## config.mk

```make
export PLATFORM = sky130hd
export DESIGN_NAME = tick_adc_scan_sequencer_unit_flat
export DESIGN_NICKNAME = d
export VERILOG_FILES = /design/src/hdl/tass_pkg.sv /design/src/hdl/tass_if.sv /design/src/hdl/tass_timer.sv /design/src/hdl/tass_scan.sv /design/src/hdl/tick_adc_scan_sequencer_unit.sv /design/src/flat_wrapper.sv
export VERILOG_INCLUDE_DIRS = /design/src /design/src/hdl
export SDC_FILE = /design/constraint.sdc
export NUM_CORES = 1
export LEC_CHECK = 0
export CORE_MARGIN = 4
export CORE_UTILIZATION = 60
export DETAILED_ROUTE_END_ITERATION = 10
export DONT_BUFFER_PORTS = 1
export HOLD_SLACK_MARGIN = 0.1
export PLACE_DENSITY = 0.87
export REMOVE_ABC_BUFFERS = 1
export SLEW_MARGIN = 20
export SYNTH_ARGS = -nofsm -noshare
export SYNTH_HDL_FRONTEND = slang
export SYNTH_HIERARCHICAL = 1
export SYNTH_SLANG_ARGS = --single-unit
```

## constraint.sdc

```tcl
create_clock -name clk -period 11.9 [get_ports clk]
set_input_delay 1.785 -clock clk [delete_from_list [all_inputs] [get_ports clk]]
set_output_delay 1.785 -clock clk [all_outputs]
set_load 0.05 [all_outputs]
```

## src/hdl/assert_macros.svh

```systemverilog
// Assertion helpers shared by the RTL. Each macro expects clk in scope; ASSERT_CLK also expects rst.
`ifndef ASSERT_MACROS_SVH
`define ASSERT_MACROS_SVH

// Clocked property, checked outside reset.
`define ASSERT_CLK(label, prop, msg) \
  label: assert property (@(posedge clk) disable iff (rst) (prop)) else $error(msg);

// Clocked property, checked during reset as well.
`define ASSERT_ALWAYS(label, prop, msg) \
  label: assert property (@(posedge clk) (prop)) else $error(msg);

`endif

```

## src/hdl/tass_pkg.sv

```systemverilog
package tass_pkg;

  localparam int SAMPLE_W    = 12;
  localparam int VALUE_W     = 10;
  localparam int CFG_DATA_W  = 14;
  localparam int CFG_INDEX_W = 3;

  // Configuration register indexes.
  localparam logic [CFG_INDEX_W-1:0] REG_OFFSET_ATS        = 3'd0;
  localparam logic [CFG_INDEX_W-1:0] REG_OFFSET_ACS        = 3'd1;
  localparam logic [CFG_INDEX_W-1:0] REG_OVERCURRENT_LIMIT = 3'd2;
  localparam logic [CFG_INDEX_W-1:0] REG_HALF_SECOND_TICKS = 3'd3;
  localparam logic [CFG_INDEX_W-1:0] REG_MS_TICKS          = 3'd4;
  localparam logic [CFG_INDEX_W-1:0] REG_TIMEOUT_MS        = 3'd5;

  // Reset values of the configuration registers.
  localparam logic [9:0]  RST_OVERCURRENT_LIMIT = 10'd1000;
  localparam logic [13:0] RST_HALF_SECOND_TICKS = 14'd10000;
  localparam logic [4:0]  RST_MS_TICKS          = 5'd20;
  localparam logic [1:0]  RST_TIMEOUT_MS        = 2'd2;

  // Converter channels.
  localparam logic [1:0] CH_ATS = 2'd0;
  localparam logic [1:0] CH_ACS = 2'd1;
  localparam logic [1:0] CH_ATI = 2'd2;

  // Which reading was saved on a tick.
  localparam logic [1:0] SAVED_NONE = 2'd0;
  localparam logic [1:0] SAVED_ATI  = 2'd1;
  localparam logic [1:0] SAVED_ATS  = 2'd2;
  localparam logic [1:0] SAVED_ACS  = 2'd3;

  localparam logic [VALUE_W-1:0] FILTER_MAX = 10'd1000;

  typedef struct packed {
    logic [SAMPLE_W-1:0] offset_ats;
    logic [SAMPLE_W-1:0] offset_acs;
    logic [VALUE_W-1:0]  overcurrent_limit;
    logic [13:0]         half_second_ticks;
    logic [4:0]          ms_ticks;
    logic [1:0]          timeout_ms;
  } cfg_t;

  typedef struct packed {
    logic blink;
    logic half_second;
    logic ms;
    logic timeout;
  } tick_t;

  typedef struct packed {
    logic [1:0]         next_channel;
    logic [1:0]         saved_which;
    logic [VALUE_W-1:0] ati;
    logic [VALUE_W-1:0] ats;
    logic [VALUE_W-1:0] acs;
    logic               inhibit;
    logic               cut;
  } scan_t;

  // A sample below the offset sets the borrow bit, so a borrow reads as zero, as does a value above the clamp.
  function automatic logic [VALUE_W-1:0] filtered(input logic [SAMPLE_W-1:0] raw,
                                                  input logic [SAMPLE_W-1:0] offset);
    logic [SAMPLE_W:0] diff;
    diff = {1'b0, raw} - {1'b0, offset};
    if (diff[SAMPLE_W] || (diff[SAMPLE_W-1:2] > FILTER_MAX)) begin
      return '0;
    end
    return diff[SAMPLE_W-1:2];
  endfunction

endpackage

```

## src/hdl/tass_if.sv

```systemverilog
interface tass_in_if;
  logic                         valid;
  logic                         ready;
  logic [tass_pkg::SAMPLE_W-1:0] adc_sample;

  modport source (output valid, output adc_sample, input ready);
  modport sink (input valid, input adc_sample, output ready);
endinterface

interface tass_out_if;
  logic                         valid;
  logic                         ready;
  logic [1:0]                   next_channel;
  logic [1:0]                   saved_which;
  logic [tass_pkg::VALUE_W-1:0] ati_value;
  logic [tass_pkg::VALUE_W-1:0] ats_value;
  logic [tass_pkg::VALUE_W-1:0] acs_value;
  logic                         blink_level;
  logic                         half_second_pulse;
  logic                         ms_pulse;
  logic                         timeout_pulse;
  logic                         pwm_inhibit;
  logic                         pwm_cut_pulse;

  modport source (output valid, output next_channel, output saved_which, output ati_value,
                  output ats_value, output acs_value, output blink_level,
                  output half_second_pulse, output ms_pulse, output timeout_pulse,
                  output pwm_inhibit, output pwm_cut_pulse, input ready);
  modport sink (input valid, input next_channel, input saved_which, input ati_value,
                input ats_value, input acs_value, input blink_level,
                input half_second_pulse, input ms_pulse, input timeout_pulse,
                input pwm_inhibit, input pwm_cut_pulse, output ready);
endinterface

```

## src/hdl/tass_timer.sv

```systemverilog
module tass_timer (
  input  logic           clk,
  input  logic           rst,
  input  logic           adv,
  input  tass_pkg::cfg_t cfg,
  output tass_pkg::tick_t tick
);

  logic [13:0] hs_count, hs_count_next, hs_inc;
  logic [4:0]  ms_count, ms_count_next, ms_inc;
  logic [1:0]  to_count, to_count_next, to_inc;
  logic        blink, blink_next;
  logic        hs_hit, ms_hit, to_hit;

  // Counters compare after the increment; a tick count of zero hits on the wrap.
  always_comb begin
    hs_inc        = hs_count + 14'd1;
    hs_hit        = (hs_inc == cfg.half_second_ticks);
    hs_count_next = hs_hit ? 14'd0 : hs_inc;
    blink_next    = blink ^ hs_hit;

    ms_inc        = ms_count + 5'd1;
    ms_hit        = (ms_inc == cfg.ms_ticks);
    ms_count_next = ms_hit ? 5'd0 : ms_inc;

    to_inc        = to_count + 2'd1;
    to_hit        = ms_hit && (to_inc >= cfg.timeout_ms);
    to_count_next = ms_hit ? (to_hit ? 2'd0 : to_inc) : to_count;
  end

  always_ff @(posedge clk) begin
    if (rst) begin
      hs_count <= '0;
      ms_count <= '0;
      to_count <= '0;
      blink    <= 1'b0;
    end else if (adv) begin
      hs_count <= hs_count_next;
      ms_count <= ms_count_next;
      to_count <= to_count_next;
      blink    <= blink_next;
    end
  end

  assign tick = '{blink: blink_next, half_second: hs_hit, ms: ms_hit, timeout: to_hit};

endmodule

```

## src/hdl/tass_scan.sv

```systemverilog
`include "assert_macros.svh"

module tass_scan (
  input  logic                          clk,
  input  logic                          rst,
  input  logic                          adv,
  input  logic [tass_pkg::SAMPLE_W-1:0] sample,
  input  tass_pkg::cfg_t                cfg,
  input  logic                          half_second,
  output tass_pkg::scan_t               res
);

  localparam logic [1:0] STEP_START = 2'd0;
  localparam logic [1:0] STEP_ATI   = 2'd1;
  localparam logic [1:0] STEP_ATS   = 2'd2;
  localparam logic [1:0] STEP_ACS   = 2'd3;

  logic [1:0]                  step, step_next;
  logic                        ati_request, ati_request_next;
  logic                        inhibit, inhibit_next;
  logic [tass_pkg::VALUE_W-1:0] ati, ati_next;
  logic [tass_pkg::VALUE_W-1:0] ats, ats_next;
  logic [tass_pkg::VALUE_W-1:0] acs, acs_next;
  logic [1:0]                  channel, saved;
  logic                        cut;
  logic                        request_now;

  always_comb begin
    // A request raised by the divider on this tick is already visible here.
    request_now      = ati_request | half_second;
    ati_request_next = request_now;
    step_next        = step;
    inhibit_next     = inhibit;
    ati_next         = ati;
    ats_next         = ats;
    acs_next         = acs;
    channel          = tass_pkg::CH_ATI;
    saved            = tass_pkg::SAVED_NONE;
    cut              = 1'b0;
    unique case (step)
      STEP_START: begin
        channel   = tass_pkg::CH_ATI;
        step_next = STEP_ATI;
      end
      STEP_ATI: begin
        ati_next         = sample[tass_pkg::SAMPLE_W-1:2];
        ati_request_next = 1'b0;
        saved            = tass_pkg::SAVED_ATI;
        channel          = tass_pkg::CH_ATS;
        step_next        = STEP_ATS;
      end
      STEP_ATS: begin
        ats_next  = tass_pkg::filtered(sample, cfg.offset_ats);
        saved     = tass_pkg::SAVED_ATS;
        channel   = tass_pkg::CH_ACS;
        step_next = STEP_ACS;
      end
      STEP_ACS: begin
        acs_next = tass_pkg::filtered(sample, cfg.offset_acs);
        saved    = tass_pkg::SAVED_ACS;
        if (acs_next > cfg.overcurrent_limit) begin
          inhibit_next = 1'b1;
          cut          = 1'b1;
        end
        if (request_now) begin
          channel   = tass_pkg::CH_ATI;
          step_next = STEP_ATI;
        end else begin
          channel   = tass_pkg::CH_ATS;
          step_next = STEP_ATS;
        end
      end
    endcase
  end

  always_ff @(posedge clk) begin
    if (rst) begin
      step        <= STEP_START;
      ati_request <= 1'b0;
      inhibit     <= 1'b0;
      ati         <= '0;
      ats         <= '0;
      acs         <= '0;
    end else if (adv) begin
      step        <= step_next;
      ati_request <= ati_request_next;
      inhibit     <= inhibit_next;
      ati         <= ati_next;
      ats         <= ats_next;
      acs         <= acs_next;
    end
  end

  assign res = '{next_channel: channel, saved_which: saved, ati: ati_next, ats: ats_next,
                 acs: acs_next, inhibit: inhibit_next, cut: cut};

  // The start step is left once and never entered again until reset.
  `ASSERT_CLK(a_no_restart, (step != STEP_START) |=> (step != STEP_START), "scan step restarted")
  // The inhibit is sticky.
  `ASSERT_CLK(a_inhibit_sticky, inhibit |=> inhibit, "inhibit dropped without reset")

endmodule

```

## src/hdl/tick_adc_scan_sequencer_unit.sv

```systemverilog
// Channel   Role  Handshake      Word
// adc       in    valid/ready    adc_sample: converter result of the previous tick
// result    out   valid/ready    channel, saved reading, readings, divider pulses, flags
// cfg       in    cfg_we only    cfg_index selects the register, cfg_data its value
//
// One word per clock is taken while the result register is not stalled; its result passes
// through the sample register and then the result register before it is valid.
// All state of one tick is updated in the cycle the word moves into the result register.
// Reset (rst, synchronous) clears dividers, scan step, readings, flags and both stages;
// configuration returns to its reset values.
// A stalled result register holds the sample stage; input ready drops only when both are
// full and the result word is not taken, or while rst is high.
`include "assert_macros.svh"

module tick_adc_scan_sequencer_unit #(
  parameter int SAMPLE_BITS = 12
) (
  input  logic                             clk,
  input  logic                             rst,
  tass_in_if.sink                          adc,
  tass_out_if.source                       result,
  input  logic                             cfg_we,
  input  logic [tass_pkg::CFG_INDEX_W-1:0] cfg_index,
  input  logic [tass_pkg::CFG_DATA_W-1:0]  cfg_data
);

  tass_pkg::cfg_t  cfg;
  tass_pkg::tick_t tick;
  tass_pkg::scan_t scan;

  logic                          pipe_valid;
  logic [tass_pkg::SAMPLE_W-1:0] pipe_sample;
  logic [tass_pkg::SAMPLE_W-1:0] sample_used;
  logic                          out_valid;
  logic                          adv;

  // Configuration registers.
  always_ff @(posedge clk) begin
    if (rst) begin
      cfg.offset_ats        <= '0;
      cfg.offset_acs        <= '0;
      cfg.overcurrent_limit <= tass_pkg::RST_OVERCURRENT_LIMIT;
      cfg.half_second_ticks <= tass_pkg::RST_HALF_SECOND_TICKS;
      cfg.ms_ticks          <= tass_pkg::RST_MS_TICKS;
      cfg.timeout_ms        <= tass_pkg::RST_TIMEOUT_MS;
    end else if (cfg_we) begin
      unique case (cfg_index)
        tass_pkg::REG_OFFSET_ATS:        cfg.offset_ats        <= cfg_data[11:0];
        tass_pkg::REG_OFFSET_ACS:        cfg.offset_acs        <= cfg_data[11:0];
        tass_pkg::REG_OVERCURRENT_LIMIT: cfg.overcurrent_limit <= cfg_data[9:0];
        tass_pkg::REG_HALF_SECOND_TICKS: cfg.half_second_ticks <= cfg_data[13:0];
        tass_pkg::REG_MS_TICKS:          cfg.ms_ticks          <= cfg_data[4:0];
        tass_pkg::REG_TIMEOUT_MS:        cfg.timeout_ms        <= cfg_data[1:0];
        default: ;
      endcase
    end
  end

  // A word advances from the sample register when the result register is free or drains.
  assign adv       = pipe_valid && (!out_valid || result.ready);
  assign adc.ready = !rst && (!pipe_valid || adv);

  always_ff @(posedge clk) begin
    if (rst) begin
      pipe_valid <= 1'b0;
    end else if (adc.ready) begin
      pipe_valid <= adc.valid;
    end
  end

  always_ff @(posedge clk) begin
    if (adc.valid && adc.ready) begin
      pipe_sample <= adc.adc_sample;
    end
  end

  assign sample_used = tass_pkg::SAMPLE_W'(pipe_sample[SAMPLE_BITS-1:0]);

  tass_timer u_timer (
    .clk  (clk),
    .rst  (rst),
    .adv  (adv),
    .cfg  (cfg),
    .tick (tick)
  );

  tass_scan u_scan (
    .clk         (clk),
    .rst         (rst),
    .adv         (adv),
    .sample      (sample_used),
    .cfg         (cfg),
    .half_second (tick.half_second),
    .res         (scan)
  );

  always_ff @(posedge clk) begin
    if (rst) begin
      out_valid <= 1'b0;
    end else if (!out_valid || result.ready) begin
      out_valid <= pipe_valid;
    end
  end

  always_ff @(posedge clk) begin
    if (adv) begin
      result.next_channel      <= scan.next_channel;
      result.saved_which       <= scan.saved_which;
      result.ati_value         <= scan.ati;
      result.ats_value         <= scan.ats;
      result.acs_value         <= scan.acs;
      result.blink_level       <= tick.blink;
      result.half_second_pulse <= tick.half_second;
      result.ms_pulse          <= tick.ms;
      result.timeout_pulse     <= tick.timeout;
      result.pwm_inhibit       <= scan.inhibit;
      result.pwm_cut_pulse     <= scan.cut;
    end
  end

  assign result.valid = out_valid;

  `ASSERT_CLK(a_cut_sets_inhibit, (out_valid && result.pwm_cut_pulse) |-> result.pwm_inhibit, "cut pulse without inhibit")
  `ASSERT_CLK(a_timeout_on_ms, (out_valid && result.timeout_pulse) |-> result.ms_pulse, "timeout pulse without millisecond pulse")
  `ASSERT_CLK(a_cut_on_acs, (out_valid && result.pwm_cut_pulse) |-> (result.saved_which == tass_pkg::SAVED_ACS), "cut pulse on a tick that saved no current")
  `ASSERT_ALWAYS(a_reset_empties, rst |=> (!pipe_valid && !out_valid), "pipeline not empty after reset")

endmodule
```

## src/flat_wrapper.sv

```systemverilog
// flat-port wrapper written by rule: the top's interface ports become plain ports
module tick_adc_scan_sequencer_unit_flat 
#(
  parameter int SAMPLE_BITS = 12
)
  (clk, rst, cfg_we, cfg_index, cfg_data, adc_valid, adc_adc_sample, adc_ready, result_valid, result_next_channel, result_saved_which, result_ati_value, result_ats_value, result_acs_value, result_blink_level, result_half_second_pulse, result_ms_pulse, result_timeout_pulse, result_pwm_inhibit, result_pwm_cut_pulse, result_ready);
  tass_in_if adc_i ();
  tass_out_if result_i ();
  input  logic clk;
  input  logic rst;
  input  logic cfg_we;
  input  logic [tass_pkg::CFG_INDEX_W-1:0] cfg_index;
  input  logic [tass_pkg::CFG_DATA_W-1:0] cfg_data;
  input wire logic [$bits(adc_i.valid)-1:0] adc_valid;
  input wire logic [$bits(adc_i.adc_sample)-1:0] adc_adc_sample;
  output wire logic [$bits(adc_i.ready)-1:0] adc_ready;
  output wire logic [$bits(result_i.valid)-1:0] result_valid;
  output wire logic [$bits(result_i.next_channel)-1:0] result_next_channel;
  output wire logic [$bits(result_i.saved_which)-1:0] result_saved_which;
  output wire logic [$bits(result_i.ati_value)-1:0] result_ati_value;
  output wire logic [$bits(result_i.ats_value)-1:0] result_ats_value;
  output wire logic [$bits(result_i.acs_value)-1:0] result_acs_value;
  output wire logic [$bits(result_i.blink_level)-1:0] result_blink_level;
  output wire logic [$bits(result_i.half_second_pulse)-1:0] result_half_second_pulse;
  output wire logic [$bits(result_i.ms_pulse)-1:0] result_ms_pulse;
  output wire logic [$bits(result_i.timeout_pulse)-1:0] result_timeout_pulse;
  output wire logic [$bits(result_i.pwm_inhibit)-1:0] result_pwm_inhibit;
  output wire logic [$bits(result_i.pwm_cut_pulse)-1:0] result_pwm_cut_pulse;
  input wire logic [$bits(result_i.ready)-1:0] result_ready;
  assign adc_i.valid = adc_valid;
  assign adc_i.adc_sample = adc_adc_sample;
  assign adc_ready = adc_i.ready;
  assign result_valid = result_i.valid;
  assign result_next_channel = result_i.next_channel;
  assign result_saved_which = result_i.saved_which;
  assign result_ati_value = result_i.ati_value;
  assign result_ats_value = result_i.ats_value;
  assign result_acs_value = result_i.acs_value;
  assign result_blink_level = result_i.blink_level;
  assign result_half_second_pulse = result_i.half_second_pulse;
  assign result_ms_pulse = result_i.ms_pulse;
  assign result_timeout_pulse = result_i.timeout_pulse;
  assign result_pwm_inhibit = result_i.pwm_inhibit;
  assign result_pwm_cut_pulse = result_i.pwm_cut_pulse;
  assign result_i.ready = result_ready;
  tick_adc_scan_sequencer_unit #(.SAMPLE_BITS(SAMPLE_BITS)) u_core (.clk(clk), .rst(rst), .adc(adc_i), .result(result_i), .cfg_we(cfg_we), .cfg_index(cfg_index), .cfg_data(cfg_data));
endmodule
```

* Word level (Yosys, flattened, before mapping)
Cells that the tools add are included.
** Word-level totals
- Register bits after elaboration :: 165
- Bits of input ports :: 34
- Output and inout bits :: 42
- Word-level logic and storage cells :: 95
** Operators by class
- Add/subtract/negate cells :: 5
- Magnitude comparators :: 4
- Eq/ne operators :: 10
- Muxes and demuxes :: 24
- Bitwise logic cells :: 2
- Reduce and logical (&&, ||, !) cells :: 20
** Operators by type and width (count)
- two-way mux 10 bit :: 8
- subtractor 12 x 12 -> 13 bit :: 2
- greater-than comparator 10 bit (second input constant) :: 2
- one-hot mux 2 bit (4 select lines) :: 2
- adder 14 x 1 -> 14 bit (second input constant) :: 1
- == test 14 bit :: 1
- two-way mux 14 bit :: 1
- AND reduction 2 bit :: 7
- greater-than comparator 10 bit :: 1
- two-way mux 1 bit :: 8
- == test 3 x 2 -> 1 bit (second input constant) :: 2
- == test 3 bit (second input constant) :: 2
- two-way mux 2 bit :: 3
- one-hot mux 2 bit (3 select lines) :: 1
- adder 5 x 1 -> 5 bit (second input constant) :: 1
- == test 5 bit :: 1
- two-way mux 5 bit :: 1
- == test 2 bit (second input constant) :: 2
- logical AND 1 bit :: 4
- logical OR 1 bit :: 4
- == test 3 x 1 -> 1 bit (second input constant) :: 1
- logical NOT 1 bit :: 3
- logical NOT 3 bit :: 1
- adder 2 x 1 -> 2 bit (second input constant) :: 1
- 5 further kinds :: 5

* Depth between registers and ports, before layout
- Depth after elaboration :: 10
- Gate-level depth with buffers :: 21
- Depth with buffers taken out :: 19

* Modules after synthesis
Netlist, hierarchy kept.
** By module, submodules not included
- tick_adc_scan_sequencer_unit :: instances 1, cells each 275, area an instance 3902.5 um2, seq. area each 2702.6 um2
- tass_scan :: instances 1, cells each 427, area an instance 3146.8 um2, seq. area each 680.7 um2
- tass_timer :: instances 1, cells each 243, area an instance 1849.3 um2, seq. area each 440.4 um2

* Least setup slack after synthesis
OpenSTA, ideal clock, no wires.
- Path kind :: in2out
- Start :: input port rst
- End :: output port adc_ready
- Data arrival time :: 2.934 ns
- Required time :: 10.115 ns
- Setup slack :: 7.181 ns
- Stages on the path :: 4
- Buffers on the path :: 3
- Cell sequence :: clkbuf_1 -> clkbuf_1 -> buf_2 -> nor2_1
** On the way
- Word-level cells in the longest chain between the ends :: 2
** Ends and longest elaborated chain
- from (decl) :: line flat_wrapper.sv:10 : input logic rst;
- logical NOT 1 bit :: line tick_adc_scan_sequencer_unit.sv:61 : assign adc.ready = !rst && (!pipe_valid || adv);
- logical AND 1 bit :: line tick_adc_scan_sequencer_unit.sv:61
- to (decl) :: line flat_wrapper.sv:16 : output wire logic [$bits(adc_i.ready)-1:0] adc_ready;
No other way between the ends.

==> run_results.csv <==
group,metric,value,unit
routing,met2_length,9280,µm
min_path,hp-start,"u_core/u_scan/ati[9]",
sta,finalHoldViolations,0,
clock_network,clkLatencyLatePin,440,ps
place,place_congestion,0.892,
floorplanning,core_area,0.0145,mm²
sta,max_freq,197,MHz
routing,routed_via_density,6.05,
power,leakagePower,3.57,nW
clock_network,cts_max_path_buffers,2,
logic_synthesis,yosys_warnings,6,
grt,antenna_found_initial,2,
sta,fin_setup_tns,0,ps
routing,vias,6690,
routing,drt-initial-drc-count,647,
critical_path,crit_buf_inv,0,
cells_and_area,area_delta_synth_final,5.98,%
floorplanning,start_util,61.2,%
job,max_cap_violations,0,
grt,track_usage,23.4,%
routing,dr.pass1.iters,5,
logic_synthesis,synth_area_per_cell,9.42,µm²
critical_path,slowest_delay,490,ps
grt,overflow,0,
floorplanning,io_pins,76,
cells_and_area,nNetsFinal,975,
critical_path,cp_cell_sequence,"ha_1 -> nor4b_1 -> a2111oi_0 -> o311a_1 -> or3_1 -> a21o_1 -> o41a_1 -> nor2_4 -> nor2_1 -> ha_1 -> a21o_1 -> a21o_1 -> a21oi_1 -> nor2_1 -> a2111oi_0 -> a311oi_1 -> or2_2",
grt,grt_pass1_vias,6261,
clock_network,cts_buffers,17,
clock_network,ctsHoldBuffers,0,
floorplanning,fp.dieH,130,µm
critical_path,crit_family,"compound AO/OA/AOI/OAI gates",
routing,wl_met3,1200,µm
logic_synthesis,synth_seq_cells,165,
routing,drtAntennaViolNets,0,
critical_path,cp-end-kind,"flop",
clock_network,clock-sinks,165,
logic_synthesis,synth-edff-count,52,
sta,setup_viol,0,
routing,drcViolationCount,0,
clock_network,cts-root-buf,"clkbuf_16",
clock_network,postCtsSetupBuffers,0,
logic_synthesis,syn_inst,945,
critical_path,worstPathMaxFanout,24,
floorplanning,die_area,0.0168,mm²
clock_network,htree_levels,4,
sta,max_slew_margin,33.4,%
sta,tightest_slew,997,ps
critical_path,crit_top_cell,"a21o_1",
critical_path,r2r-start,"u_core/pipe_sample[5]",
grt,grt_max_degree,145,
power,p_total,1.25,mW
grt,grt_pass1_wl,31500,µm
critical_path,critPathLaunchType,"flop",
cells_and_area,drive_gt1_share,7.30,%
sta,grt_setup_unrepaired,"no",
cells_and_area,layout_commonest_cell,"dfxtp_1",
logic_synthesis,synth.cell_area,0.00890,mm²
logic_synthesis,seq_area_frac_synth,43.0,%
logic_synthesis,synthArstFlopShare,0,%
sta,clock_skew,9.14,ps
place,port_buffers,0,
sta,min_period,5070,ps
power,vdd_ir_drop_max,134,µV
critical_path,worstPathRequired,12080,ps
sta,period_share,42.6,%
clock_network,ctsResizeCount,0,
cells_and_area,layout_common_cells,"dfxtp_1 (113), nand2_1 (89), nand2b_1 (63), nor2_1 (60), mux2i_1 (57)",
logic_synthesis,ys_types,75,
critical_path,crit_start,"u_core/pipe_sample[5]",
power,powerDensity,133,mW/mm²
sta,slew_violations,0,
routing,routed_wl,19500,µm
outcome,status,"finished clean",
place,dp_hpwl,13200,µm
routing,met1_length,8710,µm
logic_synthesis,ys.flop_type,"dfxtp_1",
clock_network,clkTransAtPathRegs,70,ps
critical_path,crit_type,"flop to flop",
min_path,min_path_type,"flop to flop",
critical_path,critPathArrivalTime,5250,ps
clock_network,cts_tree,"done",
floorplanning,fp.dieW,130,µm
critical_path,critPathSlowestCell,"o41a_1",
floorplanning,num_rows,44,
routing,routed.top_layer,"met4",
routing,wl_per_cell,17.6,µm
sequential cells by signal, indices dropped and copies added, names as in the netlist, 2 cells and up:
signal,count
u_core/cfg,55
u_core/u_timer/ms_count,5
u_core/u_timer/to_count,2
u_core/result.next_channel,2
u_core/result.acs_value,10
u_core/u_scan/step,2
u_core/u_timer/hs_count,14
u_core/result.ati_value,10
u_core/u_scan/acs,10
u_core/result.ats_value,10
u_core/u_scan/ati,10
u_core/pipe_sample,12
u_core/u_scan/ats,10
u_core/result.saved_which,2
layer usage:
| layer | global-route usage (%) | vias up |
|---|---|---|
| met4 | 6.23 | 0 |
| met1 | 32.0 | 3177 |
| met3 | 5.73 | 26 |
| met5 | 0 | - |
| met2 | 37.4 | 228 |
| li1 | - | 3259 |
cell usage after synthesis (9+ instances only):
| master | number | area, µm² |
|---|---|---|
| dfxtp_1 | 113 | 2260 |
| nand2_1 | 89 | 334 |
| nand2b_1 | 63 | 394 |
| nor2_1 | 60 | 225 |
| mux2i_1 | 57 | 571 |
| a21oi_1 | 54 | 270 |
| edfxtp_1 | 52 | 1560 |
| inv_1 | 48 | 180 |
| ha_1 | 36 | 450 |
| clkbuf_1 | 35 | 131 |
| o21ai_0 | 33 | 165 |
| xnor2_1 | 25 | 219 |
| nand3_1 | 23 | 115 |
| o31ai_1 | 20 | 150 |
| xor2_1 | 19 | 166 |
| nand3b_1 | 17 | 128 |
| nor3_1 | 14 | 70.1 |
| buf_2 | 12 | 60.1 |
| mux2_2 | 12 | 135 |
| nor2b_1 | 12 | 75.1 |
| and2_1 | 10 | 62.6 |
| buf_4 | 10 | 75.1 |
| and3_1 | 9 | 56.3 |
logic make-up after synthesis:
family,count (synthesis),synth area share (%)
buffers and inverters,110,5.48
adders and majority gates,36,5.06
muxes,69,7.93
AOI/OAI and AO/OA,172,12.4
and+or+nand+nor,349,21.8
xor gates and xnor gates,44,4.33
DFF,165,43.0
worst paths after layout:
check / to / slack (ps) / cells after the start
max: u_core/result.pwm_inhibit / 6830 / 17
max reg2reg: u_core/result.pwm_inhibit / 6830 / 17
min: u_core/u_scan/ati[9] / 460 / 2
min reg2reg: u_core/u_scan/ati[9] / 460 / 2
stage by stage:
step | std cells | instance area (µm²) | hold slack, ps | utilization (%) | setup WS, ps
finish | 1105 | 9430 | 456 | 64.9 | 6830
global route | 1103 | 9430 | 479 | 64.9 | 6410
CTS | 1102 | 9420 | 449 | 64.8 | 6910
detailed placement | 1070 | 8860 | 440 | 60.9 | 6940
global placement | 1070 | 8860 | 434 | 60.9 | 7070
floorplan | 883 | 8590 | 424 | - | 7130
cell type report:
cell class	instances	area, µm²
diodes	3	7.51
clock buffers	17	425
clock inverters	15	135
fillers	1165	5100
inverters	48	180
multi-input cells	670	4610
flip-flops and latches	165	3820
well taps	184	230
repair buffers	3	22.5
where the power goes:
part / leakage (nW) / switching, mW / total (mW) / internal (mW)
logic: 1.89 / 0.0628 / 0.105 / 0.0422
clock network: 0.261 / 0.246 / 0.522 / 0.275
registers: 1.41 / 0.0312 / 0.627 / 0.596
total: 3.57 / 0.340 / 1.25 / 0.913
worst min-delay path, cell delays in order (launching register included):
cell	delay (ps)
dfxtp_1	310
nand2_1	50
a21oi_1	50
Power figures use the tool's default switching activity.
